<file path="config.mk">
export PLATFORM = sky130hd
export DESIGN_NAME = i2c_register_read_sequencer_core
export DESIGN_NICKNAME = d
export VERILOG_FILES = /design/src/design/i2c_rrs_pkg.sv /design/src/design/i2c_rrs_seq.sv /design/src/design/i2c_register_read_sequencer_core.sv
export SDC_FILE = /design/constraint.sdc
export NUM_CORES = 1
export LEC_CHECK = 0
export ABC_AREA = 0
export BUFFER_PORTS_ARGS = -buffer_cell sky130_fd_sc_hd__buf_2
export CAP_MARGIN = 10
export CORE_ASPECT_RATIO = 2
export CORE_MARGIN = 2
export CORE_UTILIZATION = 32
export CTS_CLUSTER_SIZE = 20
export DETAILED_ROUTE_END_ITERATION = 12
export GPL_TIMING_DRIVEN = 0
export PLACE_DENSITY_LB_ADDON = 0.2
export SLEW_MARGIN = 20
export SYNTH_ARGS = -nofsm -noshare
export SYNTH_HDL_FRONTEND = slang
export SYNTH_SLANG_ARGS = --single-unit
</file>
<file path="constraint.sdc">
create_clock -name clk -period 4.2 [get_ports clk]
set_clock_uncertainty 0.2 [all_clocks]
set_input_delay 1.26 -clock clk [delete_from_list [all_inputs] [get_ports clk]]
set_output_delay 1.26 -clock clk [all_outputs]
set_load 0.02 [all_outputs]
</file>
<file path="src/design/i2c_rrs_pkg.sv">
// ----------------------------------------------------------------------------
// I2C register-read sequencer package
// Shared codes for bus actions, commands and status, and the stream layouts.
// ----------------------------------------------------------------------------
package i2c_rrs_pkg;

    localparam int S_TDATA_W = 32;
    localparam int S_TUSER_W = 2;
    localparam int M_TDATA_W = 32;

    typedef enum logic [1:0] {
        CMD_NONE    = 2'd0,
        CMD_READ    = 2'd1,
        CMD_RELEASE = 2'd2,
        CMD_UNUSED  = 2'd3
    } cmd_t;

    typedef enum logic [1:0] {
        ST_IDLE     = 2'd0,
        ST_READING  = 2'd1,
        ST_COMPLETE = 2'd2
    } status_t;

    localparam logic [3:0] ACT_NONE         = 4'd0;
    localparam logic [3:0] ACT_START_SEND   = 4'd1;
    localparam logic [3:0] ACT_SEND         = 4'd2;
    localparam logic [3:0] ACT_RESTART_SEND = 4'd3;
    localparam logic [3:0] ACT_RX_MODE      = 4'd4;
    localparam logic [3:0] ACT_ACK_DUMMY    = 4'd5;
    localparam logic [3:0] ACT_NACK_DUMMY   = 4'd6;
    localparam logic [3:0] ACT_CLEAR_FLAG   = 4'd7;
    localparam logic [3:0] ACT_STOP_READ    = 4'd8;
    localparam logic [3:0] ACT_READ         = 4'd9;

    localparam logic [7:0] READ_BIT = 8'h01;

    typedef struct packed {
        logic [1:0] command;
        logic [7:0] dev_addr;
        logic [7:0] reg_addr;
        logic [4:0] byte_count;
        logic       bus_flag;
        logic [7:0] bus_data;
    } req_t;

    typedef struct packed {
        logic [3:0] bus_action;
        logic [7:0] tx_byte;
        logic       rx_valid;
        logic [7:0] rx_byte;
        logic [3:0] rx_index;
        logic [1:0] status_code;
    } rsp_t;

endpackage

</file>
<file path="src/design/i2c_rrs_seq.sv">
// ----------------------------------------------------------------------------
// I2C register-read sequencer step
// Holds the sequencer state and computes one step's result; the state
// advances when the top level moves a transaction into its result register.
// ----------------------------------------------------------------------------
module i2c_rrs_seq
    import i2c_rrs_pkg::*;
#(
    parameter int MAX_BYTES = 16
)
(
    input  logic clk,
    input  logic rst_n,
    input  logic step,
    input  req_t req,
    output rsp_t rsp
);

    // byte_count is 5 bits wide, so saturation only bites below 31
    localparam int CNT_LIMIT = (MAX_BYTES > 31) ? 31 : MAX_BYTES;
    localparam logic [4:0] CNT_MAX = 5'(CNT_LIMIT);

    typedef enum logic [3:0] {
        P_WAIT_REQ   = 4'd0,
        P_WAIT_ADDR  = 4'd1,
        P_SEND_REG   = 4'd2,
        P_WAIT_REG   = 4'd3,
        P_RESTART    = 4'd4,
        P_WAIT_RADDR = 4'd5,
        P_RX_MODE    = 4'd6,
        P_BYTE_SETUP = 4'd7,
        P_WAIT_BYTE  = 4'd8,
        P_TAKE_BYTE  = 4'd9,
        P_FINISH     = 4'd10
    } phase_t;

    phase_t     phase_reg, phase_next;
    status_t    status_reg, status_next;
    logic [7:0] dev_reg, dev_next;
    logic [7:0] regaddr_reg, regaddr_next;
    logic [4:0] count_reg, count_next;
    logic [4:0] done_reg, done_next;
    logic       last_reg, last_next;

    always_comb
    begin
        phase_next   = phase_reg;
        status_next  = status_reg;
        dev_next     = dev_reg;
        regaddr_next = regaddr_reg;
        count_next   = count_reg;
        done_next    = done_reg;
        last_next    = last_reg;
        rsp          = '0;

        // release acts ahead of the sequencer step
        if (req.command == CMD_RELEASE && status_reg == ST_COMPLETE)
            status_next = ST_IDLE;

        case (phase_reg)
            P_WAIT_REQ:
            begin
                if (status_next == ST_IDLE && req.command == CMD_READ)
                begin
                    status_next    = ST_READING;
                    count_next     = (req.byte_count > CNT_MAX) ? CNT_MAX : req.byte_count;
                    regaddr_next   = req.reg_addr;
                    dev_next       = req.dev_addr;
                    rsp.bus_action = ACT_START_SEND;
                    rsp.tx_byte    = req.dev_addr;
                    phase_next     = P_WAIT_ADDR;
                end
            end
            P_WAIT_ADDR:
            begin
                if (req.bus_flag)
                begin
                    rsp.bus_action = ACT_CLEAR_FLAG;
                    phase_next     = P_SEND_REG;
                end
            end
            P_SEND_REG:
            begin
                rsp.bus_action = ACT_SEND;
                rsp.tx_byte    = regaddr_reg;
                phase_next     = P_WAIT_REG;
            end
            P_WAIT_REG:
            begin
                if (req.bus_flag)
                begin
                    rsp.bus_action = ACT_CLEAR_FLAG;
                    phase_next     = P_RESTART;
                end
            end
            P_RESTART:
            begin
                rsp.bus_action = ACT_RESTART_SEND;
                rsp.tx_byte    = dev_reg | READ_BIT;
                phase_next     = P_WAIT_RADDR;
            end
            P_WAIT_RADDR:
            begin
                if (req.bus_flag)
                begin
                    rsp.bus_action = ACT_CLEAR_FLAG;
                    phase_next     = P_RX_MODE;
                end
            end
            P_RX_MODE:
            begin
                rsp.bus_action = ACT_RX_MODE;
                phase_next     = P_BYTE_SETUP;
            end
            P_BYTE_SETUP:
            begin
                if (done_reg < count_reg)
                begin
                    last_next      = (done_reg + 5'd1 == count_reg);
                    rsp.bus_action = last_next ? ACT_NACK_DUMMY : ACT_ACK_DUMMY;
                    phase_next     = P_WAIT_BYTE;
                end
                else
                begin
                    phase_next = P_FINISH;
                end
            end
            P_WAIT_BYTE:
            begin
                if (req.bus_flag)
                begin
                    rsp.bus_action = ACT_CLEAR_FLAG;
                    phase_next     = P_TAKE_BYTE;
                end
            end
            P_TAKE_BYTE:
            begin
                rsp.bus_action = last_reg ? ACT_STOP_READ : ACT_READ;
                rsp.rx_valid   = 1'b1;
                rsp.rx_byte    = req.bus_data;
                rsp.rx_index   = done_reg[3:0];
                done_next      = done_reg + 5'd1;
                phase_next     = P_BYTE_SETUP;
            end
            P_FINISH:
            begin
                status_next = ST_COMPLETE;
                done_next   = '0;
                phase_next  = P_WAIT_REQ;
            end
            default:
            begin
                phase_next  = P_WAIT_REQ;
                status_next = ST_IDLE;
            end
        endcase

        rsp.status_code = status_next;
    end

    always_ff @(posedge clk or negedge rst_n)
    begin
        if (!rst_n)
        begin
            phase_reg   <= P_WAIT_REQ;
            status_reg  <= ST_IDLE;
            dev_reg     <= '0;
            regaddr_reg <= '0;
            count_reg   <= '0;
            done_reg    <= '0;
            last_reg    <= 1'b0;
        end
        else if (step)
        begin
            phase_reg   <= phase_next;
            status_reg  <= status_next;
            dev_reg     <= dev_next;
            regaddr_reg <= regaddr_next;
            count_reg   <= count_next;
            done_reg    <= done_next;
            last_reg    <= last_next;
        end
    end

endmodule

</file>
<file path="src/design/i2c_register_read_sequencer_core.sv">
// ----------------------------------------------------------------------------
// I2C register-read sequencer core
// Steps a byte-level I2C controller through a register read, one step per
// input transaction.
// ----------------------------------------------------------------------------
// Usage:
//   Each slave-side transaction is one scheduler tick: a command in s_tuser
//   plus the request fields and the controller's flag and data byte in
//   s_tdata. Each tick yields exactly one master-side transaction carrying
//   the bus action to perform, the byte to send, an optional received byte
//   with its index, and the status after the step.
//   Data passes through an input register, then a result register, with the
//   step logic between them. Throughput: one transaction per cycle while
//   m_tready stays high; the sequencer state updates in the same cycle the
//   result register loads.
//   When m_tready is low the result holds, the input register still takes
//   one more transaction, then s_tready drops until the result is taken.
//   Reset clears both registers' valid flags and returns the sequencer to
//   idle, waiting for a read request.
// ----------------------------------------------------------------------------
module i2c_register_read_sequencer_core
    import i2c_rrs_pkg::*;
#(
    parameter int MAX_BYTES = 16
)
(
    input  logic                 clk,
    input  logic                 rst_n,
    input  logic                 s_tvalid,
    output logic                 s_tready,
    // dev_addr[7:0], reg_addr[15:8], byte_count[20:16], bus_flag[21],
    // bus_data[29:22], zero pad [31:30]
    input  logic [S_TDATA_W-1:0] s_tdata,
    // command[1:0]
    input  logic [S_TUSER_W-1:0] s_tuser,
    output logic                 m_tvalid,
    input  logic                 m_tready,
    // bus_action[3:0], tx_byte[11:4], rx_valid[12], rx_byte[20:13],
    // rx_index[24:21], status_code[26:25], zero pad [31:27]
    output logic [M_TDATA_W-1:0] m_tdata
);

    logic in_valid_reg;
    req_t in_data_reg;
    logic out_valid_reg;
    rsp_t out_data_reg;
    rsp_t rsp;
    logic step;

    assign step     = in_valid_reg && (!out_valid_reg || m_tready);
    assign s_tready = !in_valid_reg || step;

    i2c_rrs_seq #(
        .MAX_BYTES(MAX_BYTES)
    ) u_seq (
        .clk  (clk),
        .rst_n(rst_n),
        .step (step),
        .req  (in_data_reg),
        .rsp  (rsp)
    );

    always_ff @(posedge clk or negedge rst_n)
    begin
        if (!rst_n)
        begin
            in_valid_reg  <= 1'b0;
            out_valid_reg <= 1'b0;
        end
        else
        begin
            if (s_tready)
                in_valid_reg <= s_tvalid;
            if (step)
                out_valid_reg <= 1'b1;
            else if (m_tready)
                out_valid_reg <= 1'b0;
        end
    end

    always_ff @(posedge clk)
    begin
        if (s_tvalid && s_tready)
        begin
            in_data_reg.command    <= s_tuser[1:0];
            in_data_reg.dev_addr   <= s_tdata[7:0];
            in_data_reg.reg_addr   <= s_tdata[15:8];
            in_data_reg.byte_count <= s_tdata[20:16];
            in_data_reg.bus_flag   <= s_tdata[21];
            in_data_reg.bus_data   <= s_tdata[29:22];
        end
        if (step)
            out_data_reg <= rsp;
    end

    assign m_tvalid = out_valid_reg;
    assign m_tdata  = {5'd0,
                       out_data_reg.status_code,
                       out_data_reg.rx_index,
                       out_data_reg.rx_byte,
                       out_data_reg.rx_valid,
                       out_data_reg.tx_byte,
                       out_data_reg.bus_action};

endmodule

</file>
==> run_results.csv <==
group,metric,value,unit
drt,drc,0,
floorplanning,chipWidth,82.97,um
timing,min_period,3.176,ns
setup_path,cp.required,2.74,ns
hold_path,hp-start,"in_data_reg[15]",
cts,htreeDepth,3,
logic_synthesis,syn_area_per_cell,13.91,um2
setup_path,reg2regPathDepth,6,
setup_path,reg2reg_from,"m_tvalid",
setup_path,crit_path_start,"m_tready",
timing,setup_viol_count_final,0,
cts,cts-root-buf,"clkbuf_16",
timing,hold_viol,0,
setup_path,crit_path_start_kind,"primary input",
setup_path,path_buf_inv,2,
global_routing,grt_max_degree,35,
global_routing,grt_first_pass_wirelength,13140,um
floorplanning,dieHeight,161.9,um
global_routing,track_usage,12.88,%
cts,worstSkewPairLatency,0.34,ns
setup_path,slowest_stage,"nand3b_1",
power,total_leakage_power,2.122,nW
cells_and_area,largest_reg_flops,32,
setup_path,critPathMaxStageDelay,0.18,ns
drt,drtIter0Drc,167,
drt,vias,2493,
logic_synthesis,synthFlopType,"edfxtp_1",
hold_path,min_path_type,"reg2reg",
timing,finalMaxSlewViolations,0,
timing,fmax,0.3149,GHz
cts,clkSlewWorstSetupHoldPaths,0.07,ns
outcome,outcome,"finished, final reports clean",
logic_synthesis,yosysTopAreaCellShare,44.39,%
setup_path,worst-setup-path-type,"in2out",
floorplanning,die-area,13440,um2
floorplanning,row_count,57,
logic_synthesis,syn_area,3991,um2
cells_and_area,diodes,0,
setup_path,endpoint_kind,"output port",
place,finalWeightedCongestion,0.8181,
setup_path,path_delay_family,"buffers and inverters",
power,p_per_area,606.2,nW/um2
setup_path,cp_cell_sequence,"buf_2 > nand3b_1 > buf_2",
power,ir_drop,0.3549,mV
drt,drtAntennaViolNets,0,
place,hpwl,5961,um
floorplanning,start_util,32.73,%
logic_synthesis,ys_seq_area_share,65.71,%
logic_synthesis,synth_area_leaders,"edfxtp_1, dfrtp_1, mux2_4",
logic_synthesis,synthCells,287,
logic_synthesis,synth_warnings,0,
global_routing,grt_pass1_vias,2628,
place,numPortBuffers,64,
cells_and_area,final_nets,411,
setup_path,cpMostUsedCell,"buf_2",
global_routing,use_met1,12.29,%
cts,cts.path.max_buffers,2,
logic_synthesis,synth_common_cells,"edfxtp_1, dfrtp_1, inv_1, o21ai_0, nand2_1",
cts,cts.hold.buffers_added,0,
hold_path,worst_hold_path.endpoint,"u_seq.regaddr_reg[1]",
global_routing,grtUsageMet2,24.96,%
timing,holdWs,0.2725,ns
cts,cts_buffers,9,
timing,setup_tns,0,ns
floorplanning,ioPinCount,72,
cts,clock-sinks,93,
drt,first_pass_iters,4,
drt,routed_wl,8221,um
flow_run,drv_cap,0,
cells_and_area,area_growth,21.22,%
timing,slew_headroom,30.94,%
logic_synthesis,synth_edf_count,59,
global_routing,grt_use_met3,2.541,%
drt,vias_per_cell,4.803,
logic_synthesis,synth.most_common_cell,"edfxtp_1",
global_routing,antenna_found_initial,0,
cts,post_cts_buffers,0,
cts,cts_tree,"yes",
setup_path,r2r_end,"u_seq.dev_reg[6]",
setup_path,crit_fanout,3,
logic_synthesis,async_flop_share,36.56,%
logic_synthesis,synthDistinctLibCells,50,
drt,wl_per_cell,15.84,um
setup_path,reg2reg_setup_slack,1.86,ns
setup_path,arrival,1.72,ns
hold_path,hold_depth,1,
cells_and_area,drive_above_1_share,32.80,%
global_routing,gr-total-overflow,0,
floorplanning,core,12200,um2
timing,max_slew.worst_pin.slew,1.033,ns
logic_synthesis,ys_ff_latch,93,
timing,rsz0062_at_grt,"false",
global_routing,busiest_layer,"met2",
timing,period_share,75.62,%
cts,cts_resized,0,
logic_synthesis,synth_area_leader_cell,"edfxtp_1",
==> layer usage <==
metal	share of wire, %	wire (um)	up-vias
li1	-	-	1198
met1	35	2850	1224
met2	59	4858	57
met3	3.2	267	14
met4	3.0	244	0
met5	0	0	-
==> cells in the final DEF (no fill, tap or decap), drive strengths merged, types with 2 or more instances in the layout <==
| cell | count |
|---|---|
| a21o | 3 |
| a21oi | 10 |
| a221o | 3 |
| a222oi | 7 |
| a22o | 2 |
| and2 | 12 |
| buf | 80 |
| clkbuf | 10 |
| clkinvlp | 3 |
| conb | 5 |
| dfrtp | 34 |
| edfxtp | 59 |
| ha | 6 |
| inv | 23 |
| mux2 | 17 |
| nand2 | 14 |
| nand2b | 10 |
| nand3 | 7 |
| nand4 | 2 |
| nor2 | 11 |
| nor2b | 2 |
| nor3 | 5 |
| nor4b | 3 |
| o21ai | 19 |
| o311ai | 2 |
| xnor2 | 6 |
| xor2 | 2 |
==> power by group <==
part           internal, mW  switching [mW]  leakage [nW]
Combinational         0.344           0.493         0.964
Sequential             1.16           0.105          1.02
Clock                 0.469           0.360         0.141
Total                  1.97           0.958          2.12
==> cell type report <==
class	count	area, um2
Buffer	16	105.1
Clock buffer	9	225.2
Clock inverter	7	81.33
Fill cell	1173	7357
Inverter	20	75.07
Multi-Input combinational cell	162	1205
Sequential cell	93	2623
Tap cell	147	183.9
Timing Repair Buffer	65	340.3
==> worst max-delay path by stage <==
stage | slack, ns | depth (start not counted) | to
3_5_place_dp | 0.80 | 7 | u_seq.regaddr_reg[0]
2_1_floorplan | 1.20 | 1 | s_tready
5_1_grt | 0.99 | 3 | s_tready
6_report | 1.02 | 3 | s_tready
4_1_cts | 1.02 | 3 | s_tready
3_3_place_gp | 0.85 | 7 | u_seq.regaddr_reg[7]
==> kinds of logic after synthesis <==
kind of cell / synth area share [%]
AOI/OAI and AO/OA: 9.185
xor gates and xnor gates: 1.756
adders and majority gates: 1.881
buffers and inverters: 4.514
DFF: 65.71
muxes: 6.081
other: 0.09395
and+or+nand+nor: 10.78
==> metrics by stage <==
stage          util, %  power (mW)  area (um2)  std cells  setup WS [ns]
2_1_floorplan        -       1.867        4006        291          1.202
3_3_place_gp     36.99       2.101        4511        502         0.8473
3_5_place_dp     37.16       2.129        4532        503         0.7988
4_1_cts          39.67       2.966        4838        519          1.020
5_1_grt          39.67       3.107        4838        519         0.9934
6_report         39.67       2.933        4838        519          1.024
==> worst reg2reg max path: cells and delay by family (launching register included) <==
| family | cells | cell delay, ns |
|---|---|---|
| AND/OR/NAND/NOR | 3 | 0.53 |
| flip-flops | 1 | 0.40 |
| multiplexers | 1 | 0.30 |
| buffers and inverters | 2 | 0.79 |
(Power assumes the default switching activity.)
